[config.mk]
export PLATFORM = sky130hd
export DESIGN_NAME = udp_port_demux_table
export DESIGN_NICKNAME = d
export VERILOG_FILES = /design/src/sv/udpdmx_pkg.sv /design/src/sv/udp_port_demux_table.sv
export SDC_FILE = /design/constraint.sdc
export NUM_CORES = 1
export LEC_CHECK = 0
export BUFFER_PORTS_ARGS = -buffer_cell sky130_fd_sc_hd__clkbuf_2
export CAP_MARGIN = 10
export CORE_MARGIN = 1.5
export CORE_UTILIZATION = 60
export CTS_CLUSTER_SIZE = 28
export DETAILED_ROUTE_END_ITERATION = 10
export PLACE_DENSITY_LB_ADDON = 0.05
export SLEW_MARGIN = 0
export SYNTH_ARGS = -nofsm -noshare
export SYNTH_HDL_FRONTEND = slang
export SYNTH_SLANG_ARGS = --single-unit
export TNS_END_PERCENT = 1
[constraint.sdc]
create_clock -name aclk -period 4.57 [get_ports aclk]
set_input_delay 0.2285 -clock aclk [delete_from_list [all_inputs] [get_ports aclk]]
set_output_delay 0.2285 -clock aclk [all_outputs]
set_load 0.02 [all_outputs]
[src/sv/udpdmx_pkg.sv]
// Package with the item types and codes of the UDP port demultiplexer table.
package udpdmx_pkg;

    // Command kinds of an input item.
    localparam logic [2:0] KIND_ALLOCATE = 3'd0;
    localparam logic [2:0] KIND_BIND     = 3'd1;
    localparam logic [2:0] KIND_RELEASE  = 3'd2;
    localparam logic [2:0] KIND_RECEIVE  = 3'd3;
    localparam logic [2:0] KIND_REPORT   = 3'd4;

    // Result status codes.
    localparam logic [3:0] STAT_OK          = 4'd0;
    localparam logic [3:0] STAT_NO_LISTENER = 4'd1;
    localparam logic [3:0] STAT_NO_FREE     = 4'd2;
    localparam logic [3:0] STAT_BAD_HANDLE  = 4'd3;
    localparam logic [3:0] STAT_BAD_PORT    = 4'd4;
    localparam logic [3:0] STAT_SHORT       = 4'd5;
    localparam logic [3:0] STAT_BAD_CS      = 4'd6;
    localparam logic [3:0] STAT_MULTICAST   = 4'd7;
    localparam logic [3:0] STAT_UNREACHABLE = 4'd8;
    localparam logic [3:0] STAT_NO_SOCKET   = 4'd9;

    // Socket entry states.
    localparam logic [1:0] SOCK_FREE   = 2'd0;
    localparam logic [1:0] SOCK_CLOSED = 2'd1;
    localparam logic [1:0] SOCK_OPEN   = 2'd2;

    // UDP header length and the first-octet range of IPv4 multicast.
    localparam logic [15:0] UDP_HEADER_LEN = 16'd8;
    localparam logic [7:0]  MCAST_LOW      = 8'd224;
    localparam logic [7:0]  MCAST_HIGH     = 8'd239;

    typedef struct packed {
        logic [2:0]  kind;
        logic [2:0]  socket_index;
        logic [15:0] port;
        logic        has_listener;
        logic        check_cs_option;
        logic [15:0] udp_length;
        logic        checksum_nonzero;
        logic        checksum_good;
        logic [7:0]  dest_first_octet;
        logic        dest_is_broadcast;
    } in_item_t;

    typedef struct packed {
        logic [3:0]  status;
        logic [2:0]  socket_out;
        logic [15:0] payload_length;
    } out_item_t;

    typedef struct packed {
        logic [1:0]  state;
        logic [15:0] port;
        logic        check_cs;
    } entry_t;

endpackage

[src/sv/udp_port_demux_table.sv]
// UDP socket table with allocate, bind, release, receive demultiplexing and report lookup.
//
// The block holds SOCKET_COUNT socket entries in a synchronous memory with a
// registered read port; a valid bit per entry makes every entry read as free
// right after reset. One item is worked on at a time. Allocate, an unfiltered
// receive and a report lookup scan the memory one entry per cycle from the
// lowest index and stop at the first hit. Bind reads the entry and writes it
// back. Release and every item decided from its own fields alone need no
// memory read. The result waits in an output register, so the next item can
// be accepted in the cycle after the result is loaded, while it is still
// waiting to be taken. A result that is still untaken in the output register
// delays the next load.
module udp_port_demux_table #(
    parameter int SOCKET_COUNT = 8
) (
    input  logic                  aclk,
    input  logic                  aresetn,
    input  logic                  s_valid,
    output logic                  s_ready,
    input  udpdmx_pkg::in_item_t  s_payload,
    output logic                  m_valid,
    input  logic                  m_ready,
    output udpdmx_pkg::out_item_t m_payload
);

    localparam int IW = (SOCKET_COUNT > 1) ? $clog2(SOCKET_COUNT) : 1;
    localparam logic [IW-1:0] LAST_INDEX = IW'(SOCKET_COUNT - 1);

    localparam logic [1:0] S_IDLE = 2'd0;
    localparam logic [1:0] S_SCAN = 2'd1;
    localparam logic [1:0] S_BIND = 2'd2;
    localparam logic [1:0] S_OUT  = 2'd3;

    logic [1:0]              state_reg, state_next;
    udpdmx_pkg::in_item_t    item_reg, item_next;
    logic [IW-1:0]           chk_reg, chk_next;
    udpdmx_pkg::out_item_t   res_reg, res_next;
    logic                    m_valid_reg, m_valid_next;
    udpdmx_pkg::out_item_t   m_payload_reg, m_payload_next;
    logic [SOCKET_COUNT-1:0] valid_reg, valid_next;

    udpdmx_pkg::entry_t      mem [SOCKET_COUNT];
    udpdmx_pkg::entry_t      rd_data_reg;
    logic                    rd_valid_reg;
    logic [IW-1:0]           rd_addr;
    logic                    wr_en;
    logic [IW-1:0]           wr_addr;
    udpdmx_pkg::entry_t      wr_data;

    udpdmx_pkg::entry_t      entry;
    logic                    accept;
    logic                    in_range;
    logic                    out_free;
    logic                    hit;

    assign s_ready   = (state_reg == S_IDLE);
    assign accept    = s_valid && s_ready;
    assign m_valid   = m_valid_reg;
    assign m_payload = m_payload_reg;
    assign out_free  = !m_valid_reg || m_ready;
    assign in_range  = (32'(s_payload.socket_index) < SOCKET_COUNT);

    // An entry whose valid bit is clear reads as free with port and option zero.
    assign entry = rd_valid_reg ? rd_data_reg : '0;

    // Hit test for the entry under scan, depending on the command kind.
    always_comb begin
        if (item_reg.kind == udpdmx_pkg::KIND_ALLOCATE) begin
            hit = (entry.state == udpdmx_pkg::SOCK_FREE);
        end else begin
            hit = (entry.state == udpdmx_pkg::SOCK_OPEN) && (entry.port == item_reg.port);
        end
    end

    // Socket memory: one write and one registered read per cycle.
    always_ff @(posedge aclk) begin
        if (wr_en) begin
            mem[wr_addr] <= wr_data;
        end
        rd_data_reg  <= mem[rd_addr];
        rd_valid_reg <= valid_reg[rd_addr];
    end

    // Sequencer, memory access and result selection.
    always_comb begin
        state_next     = state_reg;
        item_next      = item_reg;
        chk_next       = chk_reg;
        res_next       = res_reg;
        m_valid_next   = m_valid_reg;
        m_payload_next = m_payload_reg;
        valid_next     = valid_reg;
        rd_addr        = '0;
        wr_en          = 1'b0;
        wr_addr        = chk_reg;
        wr_data        = '0;

        // The output register is emptied when its item is taken.
        if (m_valid_reg && m_ready) begin
            m_valid_next = 1'b0;
        end

        unique case (state_reg)
            S_IDLE: begin
                if (accept) begin
                    item_next = s_payload;
                    chk_next  = '0;
                    res_next  = '0;
                    state_next = S_OUT;
                    case (s_payload.kind)
                        udpdmx_pkg::KIND_ALLOCATE: begin
                            if (!s_payload.has_listener) begin
                                res_next.status = udpdmx_pkg::STAT_NO_LISTENER;
                            end else begin
                                state_next = S_SCAN;
                            end
                        end
                        udpdmx_pkg::KIND_BIND: begin
                            if (!in_range) begin
                                res_next.status = udpdmx_pkg::STAT_BAD_HANDLE;
                            end else if (s_payload.port == 16'd0) begin
                                res_next.status = udpdmx_pkg::STAT_BAD_PORT;
                            end else begin
                                rd_addr    = IW'(s_payload.socket_index);
                                chk_next   = IW'(s_payload.socket_index);
                                state_next = S_BIND;
                            end
                        end
                        udpdmx_pkg::KIND_RELEASE: begin
                            if (!in_range) begin
                                res_next.status = udpdmx_pkg::STAT_BAD_HANDLE;
                            end else begin
                                // Clearing the valid bit returns the entry to free.
                                valid_next[IW'(s_payload.socket_index)] = 1'b0;
                                res_next.status     = udpdmx_pkg::STAT_OK;
                                res_next.socket_out = s_payload.socket_index;
                            end
                        end
                        udpdmx_pkg::KIND_RECEIVE: begin
                            if (s_payload.udp_length < udpdmx_pkg::UDP_HEADER_LEN) begin
                                res_next.status = udpdmx_pkg::STAT_SHORT;
                            end else if (s_payload.dest_first_octet >= udpdmx_pkg::MCAST_LOW &&
                                         s_payload.dest_first_octet <= udpdmx_pkg::MCAST_HIGH)
                            begin
                                res_next.status =
                                    (s_payload.checksum_nonzero && !s_payload.checksum_good) ?
                                    udpdmx_pkg::STAT_BAD_CS : udpdmx_pkg::STAT_MULTICAST;
                            end else begin
                                state_next = S_SCAN;
                            end
                        end
                        udpdmx_pkg::KIND_REPORT: begin
                            state_next = S_SCAN;
                        end
                        default: begin
                            res_next.status = udpdmx_pkg::STAT_NO_SOCKET;
                        end
                    endcase
                end
            end

            S_SCAN: begin
                // Check the entry read last cycle while the next one is read.
                rd_addr = (chk_reg == LAST_INDEX) ? '0 : chk_reg + 1'b1;
                if (hit) begin
                    state_next = S_OUT;
                    res_next.socket_out = 3'(chk_reg);
                    res_next.status     = udpdmx_pkg::STAT_OK;
                    if (item_reg.kind == udpdmx_pkg::KIND_ALLOCATE) begin
                        wr_en            = 1'b1;
                        wr_data.state    = udpdmx_pkg::SOCK_CLOSED;
                        wr_data.port     = 16'd0;
                        wr_data.check_cs = item_reg.check_cs_option;
                        valid_next[chk_reg] = 1'b1;
                    end else if (item_reg.kind == udpdmx_pkg::KIND_RECEIVE) begin
                        if (entry.check_cs && item_reg.checksum_nonzero &&
                            !item_reg.checksum_good) begin
                            res_next.status     = udpdmx_pkg::STAT_BAD_CS;
                            res_next.socket_out = 3'd0;
                        end else begin
                            res_next.payload_length =
                                item_reg.udp_length - udpdmx_pkg::UDP_HEADER_LEN;
                        end
                    end
                end else if (chk_reg == LAST_INDEX) begin
                    state_next = S_OUT;
                    if (item_reg.kind == udpdmx_pkg::KIND_ALLOCATE) begin
                        res_next.status = udpdmx_pkg::STAT_NO_FREE;
                    end else if (item_reg.kind == udpdmx_pkg::KIND_RECEIVE &&
                                 !item_reg.dest_is_broadcast) begin
                        res_next.status = udpdmx_pkg::STAT_UNREACHABLE;
                    end else begin
                        res_next.status = udpdmx_pkg::STAT_NO_SOCKET;
                    end
                end else begin
                    chk_next = chk_reg + 1'b1;
                end
            end

            S_BIND: begin
                // Open the entry on the new port and keep its checksum option.
                wr_en            = 1'b1;
                wr_data.state    = udpdmx_pkg::SOCK_OPEN;
                wr_data.port     = item_reg.port;
                wr_data.check_cs = entry.check_cs;
                valid_next[chk_reg] = 1'b1;
                res_next.status     = udpdmx_pkg::STAT_OK;
                res_next.socket_out = item_reg.socket_index;
                state_next          = S_OUT;
            end

            S_OUT: begin
                if (out_free) begin
                    m_valid_next   = 1'b1;
                    m_payload_next = res_reg;
                    state_next     = S_IDLE;
                end
            end

            default: begin
                state_next = S_IDLE;
            end
        endcase
    end

    // Control registers with reset.
    always_ff @(posedge aclk) begin
        if (!aresetn) begin
            state_reg   <= S_IDLE;
            m_valid_reg <= 1'b0;
            valid_reg   <= '0;
        end else begin
            state_reg   <= state_next;
            m_valid_reg <= m_valid_next;
            valid_reg   <= valid_next;
        end
    end

    // Payload registers.
    always_ff @(posedge aclk) begin
        item_reg      <= item_next;
        chk_reg       <= chk_next;
        res_reg       <= res_next;
        m_payload_reg <= m_payload_next;
    end

endmodule
==> results of run 1 <==
[repair_timing]
action | 4_1_cts | 5_1_grt
hold buffers | 39 | 0
endpoints found under the hold margin | 39 | 0
setup endpoints to repair | 0 | 0
[worst max-delay path, cell delays in order (launching register included)]
cell,delay [ns]
dfxtp_1,0.87
nand3b_1,0.21
nor4_1,0.28
nand4_1,0.19
or4_1,0.57
o21ai_1,0.29
nor3b_1,0.60
[cells by family (layout without fill, tap and decap cells)]
| family | after synthesis | count (layout) | share of synthesized area (%) |
|---|---|---|---|
| multiplexers | 80 | 80 | 8.18 |
| flip-flops | 274 | 274 | 72.1 |
| AO/OA/AOI/OAI | 109 | 109 | 6.68 |
| buffers and inverters | 44 | 194 | 2.15 |
| AND/OR/NAND/NOR | 187 | 187 | 8.75 |
| adder cells (fa/ha/maj) | 8 | 8 | 0.911 |
| XOR/XNOR | 16 | 16 | 1.28 |
[per-stage QoR]
stage	instance area (µm²)	hold slack (ns)	power, mW	util [%]
2_1_floorplan	11000	0.327	4.65	-
3_3_place_gp	11600	0.401	5.08	64.7
3_5_place_dp	11600	0.405	5.17	64.7
4_1_cts	12900	0.00738	7.41	71.8
5_1_grt	12900	0.0415	7.70	71.9
6_report	12900	0.0360	7.40	71.9
[how the worst max path moves through the flow]
stage,slack (ns),to,cells past startpoint,start
2_1_floorplan,0.83,mem[4][0],7,state_reg[0]
3_3_place_gp,1.32,res_reg[19],6,rd_valid_reg
3_5_place_dp,1.21,res_reg[20],6,rd_valid_reg
4_1_cts,1.19,res_reg[20],6,rd_valid_reg
5_1_grt,1.00,res_reg[20],6,rd_valid_reg
6_report,1.18,res_reg[21],6,rd_valid_reg
[report_power, final]
part / total, mW / switching [mW] / internal, mW
Sequential: 3.53 / 0.238 / 3.29
Clock: 2.23 / 0.884 / 1.35
Combinational: 1.64 / 1.04 / 0.605
[cell usage in the layout, fill, tap and decap left out, types with 7 or more instances in the layout]
master	count
edfxtp_1	243
clkbuf_2	75
mux2_2	53
nor2_1	47
o22ai_1	44
dlygate4sd3_1	39
nand2_1	32
dfxtp_1	31
clkbuf_16	27
mux2_1	25
and3_1	22
inv_1	17
o21ai_0	16
nor3_1	12
buf_4	12
nor4_1	11
clkbuf_1	11
a21oi_1	10
nor2b_1	9
xor2_1	9
nand3_1	8
ha_1	8
xnor2_1	7
[final cells by class]
type / count / area, µm² / share of cell area [%]
clock buffer: 40 / 744 / 5.76
clock inverter: 9 / 145 / 1.12
inverter: 17 / 63.8 / 0.494
multi-input combinational: 400 / 2870 / 22.2
sequential: 274 / 7920 / 61.3
tap: 229 / 287 / 2.22
timing repair buffer: 128 / 891 / 6.90
[metal layers]
layer | GRT usage [%] | routed length (µm) | vias to the layer above
met5 | 0 | 0 | -
met4 | 8.75 | 649 | 0
met3 | 3.29 | 1240 | 54
met2 | 41.3 | 11800 | 230
met1 | 33.7 | 10000 | 3356
li1 | - | - | 3042
==> results.json, run 1 <==
{
  "fmaxAchievable_mhz": 295,
  "syn_area_per_cell_um2": 15.3,
  "cp_data_arrival_time_ns": 3.54,
  "start_util_pct": 61.2,
  "worst_pin_slew_ns": 1.09,
  "place_inst": 1008,
  "cts_root_buf": "clkbuf_16",
  "io-pin-count": 80,
  "synth-seq-cells": 274,
  "grt_overflow": 0,
  "synth_common_cells": "edfxtp_1, mux2_2, nor2_1, o22ai_1, nand2_1",
  "layout_min_cycle_time_ns": 3.39,
  "insertion_delay_ns": 0.53,
  "yosysTopAreaCellShare_pct": 66.4,
  "synth-async-reset-ratio_pct": 0,
  "yosys_warnings": 0,
  "grt_pass1_vias": 6764,
  "r2r_start": "rd_valid_reg",
  "drive_gt1_share_pct": 22.9,
  "grt_pass1_wl_mm": 36.5,
  "yosys.area.top_type": "edfxtp_1",
  "min_from": "s_payload[45]",
  "powerDensity_nw_per_um2": 573,
  "first_pass_iters": 5,
  "die_area_um2": 19100,
  "vias": 6682,
  "whs_path_depth": 1,
  "synth_area_leaders": "edfxtp_1, dfxtp_1, mux2_2",
  "path_class": "flop to flop",
  "fin_crit_sh_pct": 74.1,
  "status": "finished, final reports clean",
  "synth_cell_types": 53,
  "detail_route.vias_per_cell": 6.09,
  "hold_class": "primary input to flop",
  "netlist_instances": 718,
  "min_to": "item_reg[45]",
  "cts_tree": "yes",
  "place_hpwl_mm": 13.9,
  "groute.usage.overall_pct": 24.7,
  "dpl_worst_slack_ns": 1.21,
  "grt_antenna_before_repair": 0,
  "netlist_area_um2": 11000,
  "drtIter0Drc": 430,
  "ys_seq_area_share_pct": 72.1,
  "die-width_um": 138,
  "fin_skew_ns": 0.0145,
  "rr_endpoint": "res_reg[21]",
  "clock_path_buffers": 3,
  "worstPathRequired_ns": 4.73,
  "worst_setup_path_start_kind": "flop",
  "cts_resized": 0,
  "clk_pin_slew_ns": 0.06,
  "largest_register_ffs": 152,
  "grt_max_degree": 82,
  "area_delta_synth_final_pct": 17.5,
  "cts_sinks": 274,
  "rsz0062_at_grt": "no",
  "cts_setup_buffers": 0,
  "wl_per_cell_um": 21.6,
  "synth_edf_count": 243,
  "drt_wl_total_mm": 23.7,
  "finalSetupTns_ns": 0,
  "end_kind": "flop",
  "drt.antenna.violating_nets": 0,
  "synth.net_count": 781,
  "n_fill_cell": 1129,
  "ys.flop_type": "edfxtp_1",
  "port_buffers": 75,
  "drv_cap": 0,
  "final_nets": 911,
  "hold_viol_final": 0,
  "reg2reg_depth": 6,
  "dieHeight_um": 138,
  "final-setup-viol-count": 0,
  "gp_congestion": 0.895,
  "synth_most_common_cell": "edfxtp_1",
  "setup_ws_ns": 1.18,
  "htree_levels": 1,
  "rows": 49,
  "coreArea_um2": 18000,
  "ir_worst_vdd_mv": 0.483,
  "fin_cells": 1097,
  "diodes": 0,
  "finalMaxSlewViolations": 0,
  "drc": 0,
  "cts_made_buffers": 27,
  "power_leakage_nw": 4.62,
  "ff2ff_setup_slack_ns": 1.18,
  "maxSlewHeadroom_pct": 27.2,
  "path_max_fanout": 18
}
No activity file was read; power rests on OpenSTA's default activity.
==> run 2: changes to the inputs <==
--- a/config.mk
+++ b/config.mk
@@ -5,6 +5,7 @@
 export SDC_FILE = /design/constraint.sdc
 export NUM_CORES = 1
 export LEC_CHECK = 0
+export ABC_AREA = 1
 export BUFFER_PORTS_ARGS = -buffer_cell sky130_fd_sc_hd__clkbuf_2
 export CAP_MARGIN = 10
 export CORE_MARGIN = 1.5
==> constraint.sdc (replaced) <==
create_clock -name aclk -period 3.3 [get_ports aclk]
set_input_delay 0.165 -clock aclk [delete_from_list [all_inputs] [get_ports aclk]]
set_output_delay 0.165 -clock aclk [all_outputs]
set_load 0.02 [all_outputs]
==> run 2 against run 1 <==
Clock-buffer cell count fell by 7. Synthesized area rose by 9.4%. Routed wire length rose by 4.6%. Critical endpoint is now res_reg[4].
==> results.json, run 2 <==
{
  "insertion_delay_ns": 0.54,
  "cts_root_buf": "clkbuf_16",
  "finalSetupTns_ns": 0,
  "layout_commonest_cell": "nand2_1",
  "io-pin-count": 80,
  "finalMaxSlewViolations": 0,
  "dpl_worst_slack_ns": 0.377,
  "power_leakage_nw": 5.60,
  "grt_antenna_before_repair": 0,
  "postPlaceCellArea_um2": 12700,
  "final_core_util_pct": 72.1,
  "crit_family": "simple AND/OR/NAND/NOR gates",
  "synth_common_cells": "nand2_1, edfxtp_1, inv_1, nor2_1, o211ai_2",
  "yosysTopAreaCellShare_pct": 60.7,
  "drc": 0,
  "postCtsHoldBufs": 45,
  "grt_pass1_wl_mm": 38.5,
  "mostFrequentLayoutCells": "nand2_1, edfxtp_1, inv_1",
  "status": "finished, final reports clean",
  "synth_most_common_cell": "nand2_1",
  "finalPower_mw": 11.5,
  "largest_register_ffs": 152,
  "path_common_cell": "nand2_1",
  "final_nets": 1237,
  "diodes": 0,
  "end_kind": "flop",
  "dieHeight_um": 145,
  "gp_congestion": 0.869,
  "fin_cells": 1460,
  "synth.net_count": 1099,
  "coreArea_um2": 19500,
  "cts_resized": 0,
  "grt_pass1_vias": 7491,
  "fin_skew_ns": 0.0136,
  "area_delta_synth_final_pct": 17.2,
  "n_fill_cell": 1383,
  "ys.flop_type": "edfxtp_1",
  "grt_max_degree": 56,
  "cp_num_buf_inv": 1,
  "hold_viol_final": 0,
  "wl_per_cell_um": 17.0,
  "rows": 51,
  "place_hpwl_mm": 14.8,
  "start_util_pct": 61.6,
  "fmaxAchievable_mhz": 339,
  "grt_overflow": 0,
  "detail_route.vias_per_cell": 5.26,
  "vias": 7677,
  "hold-worst-slack_ns": 0.0732,
  "multi_input_comb_area_um2": 3300,
  "seqCellArea_um2": 7920,
  "drt_wl_total_mm": 24.8,
  "rsz0062_at_grt": "no",
  "cpPeakStageDelay_ns": 0.96,
  "path_class": "flop to flop",
  "synth-async-reset-ratio_pct": 0,
  "htree_levels": 1,
  "syn_area_per_cell_um2": 11.6,
  "cts_made_buffers": 28,
  "cp_data_arrival_time_ns": 3.18,
  "ys_seq_area_share_pct": 65.9,
  "groute.usage.overall_pct": 24.6,
  "final-setup-viol-count": 0,
  "drive_gt1_share_pct": 21.2,
  "yosys.area.top_type": "edfxtp_1",
  "slowest_stage": "dfxtp_1",
  "place_inst": 1364,
  "die-width_um": 145,
  "path_max_fanout": 26,
  "setup_ws_ns": 0.354,
  "clock_path_buffers": 3,
  "final_cell_area_um2": 14100,
  "powerDensity_nw_per_um2": 815,
  "fin_crit_sh_pct": 89.3,
  "yosys_warnings": 0,
  "worstPathRequired_ns": 3.53,
  "port_buffers": 75,
  "cts_setup_buffers": 0,
  "ir_worst_vdd_mv": 0.503,
  "worstPathCellList": "nand2_1 -> nand2_1 -> nand2_1 -> nor2_1 -> nand3_1 -> nor2_1 -> nand2_1 -> nand2_1 -> nand2_1 -> nand2_1 -> and3_1 -> buf_4",
  "cts_tree": "yes",
  "layout_min_cycle_time_ns": 2.95,
  "synth_cell_types": 43,
  "synth-seq-cells": 274,
  "die_area_um2": 20900,
  "worst_pin_slew_ns": 0.984,
  "netlist_area_um2": 12000,
  "hold_class": "primary input to flop",
  "maxSlewHeadroom_pct": 34.3,
  "worst_setup_path_start_kind": "flop",
  "synth_edf_count": 243,
  "drt.antenna.violating_nets": 0,
  "first_pass_iters": 5,
  "drv_cap": 0,
  "clk_pin_slew_ns": 0.06,
  "drtIter0Drc": 467,
  "synth_area_leaders": "edfxtp_1, nand2_1, o211ai_2",
  "cts_sinks": 274,
  "netlist_instances": 1036
}
-- run 2: changes by cell type after synthesis, sizes merged, moves of 19 or more --
cell,delta
nand2,+244
inv,+126
o211ai,+80
mux2,-78
o22ai,-42
nor2,+37
nand3,+27
and3,-21
buf,+19
-- run 2: final cells by class --
type / count / share of cell area, %
Sequential cell: 274 / 56.2
Multi-Input combinational cell: 581 / 23.4
Timing Repair Buffer: 144 / 7.32
Clock buffer: 33 / 5.33
Inverter: 145 / 3.86
Tap cell: 265 / 2.35
Clock inverter: 18 / 1.52
-- run 2: where the power goes --
| part | total (mW) | switching [mW] | internal (mW) |
|---|---|---|---|
| clock network | 3.28 | 1.27 | 2.01 |
| logic | 3.29 | 2.23 | 1.05 |
| registers | 4.92 | 0.299 | 4.62 |
| total | 11.5 | 3.81 | 7.68 |
-- run 2: cells by family after synthesis --
| kind of cell | synth area share, % |
|---|---|
| and+or+nand+nor | 14.2 |
| DFF | 65.9 |
| buffers and inverters | 6.98 |
| AOI/OAI and AO/OA | 11.4 |
| xor gates and xnor gates | 0.656 |
| adders and majority gates | 0.833 |
-- run 2: per-layer routing --
metal / track usage, % / up-vias / part of all wire (%) / wire length [µm]
met2: 41.7 / 209 / 49 / 12200
met3: 3.58 / 54 / 5.1 / 1270
met5: 0 / - / 0 / 0
li1: - / 3791 / - / -
met4: 7.44 / 0 / 2.4 / 595
met1: 33.2 / 3623 / 43 / 10700
-- run 2: final timing paths --
check | start | endpoint | slack (ns) | depth (start not counted)
worst max-delay path | rd_valid_reg | res_reg[4] | 0.35 | 12
worst min-delay path | s_payload[5] | res_reg[20] | 0.07 | 4
worst max register to register | rd_valid_reg | res_reg[4] | 0.35 | 12
worst min register to register | res_reg[3] | m_payload[3] | 0.42 | 0
-- run 2: tightest hold or removal path: stages --
cell      delay (ns)
clkbuf_2        0.07
nor3b_1         0.05
nand3_1         0.09
o22ai_1         0.07
==> run 3: changes to the inputs <==
--- a/config.mk
+++ b/config.mk
@@ -13,6 +13,7 @@
 export CTS_CLUSTER_SIZE = 28
 export DETAILED_ROUTE_END_ITERATION = 10
 export PLACE_DENSITY_LB_ADDON = 0.05
+export SETUP_SLACK_MARGIN = 0.5
 export SLEW_MARGIN = 0
 export SYNTH_ARGS = -nofsm -noshare
 export SYNTH_HDL_FRONTEND = slang
==> run 3 against run 2 <==
Combinational power is essentially flat. Critical path depth down 1. Sequential power about the same. Largest power group unchanged. Die area unchanged. Global-route usage is the same. Cell area barely moved. Cell count unchanged. Worst setup slack better by 0.36 ns. Non-clock buffer count unchanged. Register-to-register slack better by 0.36 ns.
==> results.json, run 3 (synthesized netlist as in run 2, its figures left out) <==
{
  "cts_tree": "yes",
  "worst_setup_path_start_kind": "flop",
  "fin_crit_sh_pct": 78.2,
  "cts_setup_buffers": 0,
  "rows": 51,
  "rsz0062_at_grt": "no",
  "fmaxAchievable_mhz": 387,
  "end_kind": "flop",
  "port_buffers": 75,
  "grt_max_degree": 56,
  "power.share.combinational_pct": 28.6,
  "area_delta_synth_final_pct": 17.2,
  "cts_sinks": 274,
  "drc": 0,
  "hold-worst-slack_ns": 0.0798,
  "clk_pin_slew_ns": 0.07,
  "intPower_mw": 7.68,
  "grt_overflow": 0,
  "path_class": "flop to flop",
  "fin_skew_ns": 0.0136,
  "vias": 7672,
  "final-setup-viol-count": 0,
  "p_sw_share_pct": 33.1,
  "detail_route.vias_per_cell": 5.25,
  "powerDensity_nw_per_um2": 815,
  "htree_levels": 1,
  "cts_made_buffers": 28,
  "seqPwrFrac_pct": 42.9,
  "status": "finished, final reports clean",
  "first_pass_iters": 5,
  "pwr-share-clk_pct": 28.6,
  "worst_pin_slew_ns": 0.832,
  "path_max_fanout": 25,
  "io-pin-count": 80,
  "die_area_um2": 20900,
  "grt_pass1_wl_mm": 38.5,
  "final_core_util_pct": 72.2,
  "ir_worst_vdd_mv": 0.502,
  "final_nets": 1237,
  "drt.antenna.violating_nets": 0,
  "drv_cap": 0,
  "wl_per_cell_um": 17.0,
  "grt_antenna_before_repair": 0,
  "cp_data_arrival_time_ns": 3.05,
  "insertion_delay_ns": 0.54,
  "finalSetupTns_ns": 0,
  "start_util_pct": 61.6,
  "dieHeight_um": 145,
  "power_leakage_nw": 5.60,
  "clock_path_buffers": 3,
  "coreArea_um2": 19500,
  "drtIter0Drc": 471,
  "layout_min_cycle_time_ns": 2.58,
  "diodes": 0,
  "maxSlewHeadroom_pct": 44.5,
  "largest_register_ffs": 152,
  "drive_gt1_share_pct": 21.3,
  "grt_pass1_vias": 7491,
  "mostFrequentLayoutCells": "nand2_1, edfxtp_1, inv_1",
  "die-width_um": 145,
  "groute.usage.overall_pct": 24.6,
  "finalMaxSlewViolations": 0,
  "gp_congestion": 0.869,
  "cts_root_buf": "clkbuf_16",
  "drt_wl_total_mm": 24.8,
  "place_hpwl_mm": 14.8,
  "hold_viol_final": 0,
  "worstPathRequired_ns": 3.77,
  "p_switching_mw": 3.80,
  "layout_commonest_cell": "nand2_1",
  "hold_class": "primary input to flop"
}
==> run 3: cell types whose count changed in the layout (fill, tap and decap cells not counted) <==
| cell | previous run | this run |
|---|---|---|
| dfxtp_1 | 31 | 30 |
| dfxtp_4 | 0 | 1 |
| ha_1 | 8 | 7 |
| ha_2 | 0 | 1 |
==> run 3: timing repair <==
action | 4_1_cts | 5_1_grt
pin swaps | 0 | 0
hold endpoints to repair | 51 | 0
hold buffers | 45 | 0
gates resized for setup | 1 | 2
cloned | 0 | 0
setup endpoints to repair | 13 | 13
==> run 3: per-stage QoR <==
step / cells / setup WS (ns) / cell area [µm²] / total power [mW]
3_5_place_dp: 1364 / 0.377 / 12700 / 8.22
5_1_grt: 1460 / 0.531 / 14100 / 12.1
6_report: 1460 / 0.719 / 14100 / 11.5
3_3_place_gp: 1364 / 0.407 / 12700 / 8.13
2_1_floorplan: 1036 / 0.287 / 12000 / 7.43
4_1_cts: 1460 / 0.633 / 14100 / 11.5
==> run 3: critical path: stages (launching register included) <==
cell and delay [ns]:
edfxtp_1 0.51, ha_1 0.20, ha_1 0.14, inv_1 0.08
nand3_1 0.09, nand2_2 0.07, inv_2 0.57, buf_4 0.44
o211ai_2 0.13, nand2_1 0.09, nand2_1 0.05, nand2_1 0.12
==> run 3: metal layers <==
layer	part of all wire (%)	up-vias	track usage [%]
met5	0	-	0
met4	2.5	0	7.44
met3	5.1	55	3.58
met2	49	200	41.7
met1	43	3625	33.2
li1	-	3792	-
==> run 3: area by class of cell <==
class / count / area (µm²)
clock buffers: 33 / 751
clock inverters: 18 / 214
fillers: 1381 / 5440
inverters: 145 / 544
multi-input cells: 581 / 3300
flip-flops and latches: 274 / 7920
well taps: 265 / 332
repair buffers: 144 / 1030
==> run 3: power by group through the flow <==
stage	logic, mW	registers (mW)	clock network, mW
2_1_floorplan	2.51	4.92	0
3_3_place_gp	3.16	4.97	0
3_5_place_dp	3.24	4.98	0
4_1_cts	3.30	4.92	3.33
5_1_grt	3.69	4.98	3.45
6_report	3.28	4.92	3.28
==> run 3: path summary, 6_finish.rpt <==
path	cells past startpoint	slack [ns]	startpoint	endpoint
max	11	0.72	chk_reg[0]	rd_data_reg[10]
min	4	0.08	s_payload[5]	res_reg[20]
max reg2reg	11	0.72	chk_reg[0]	rd_data_reg[10]
min reg2reg	0	0.42	res_reg[3]	m_payload[3]
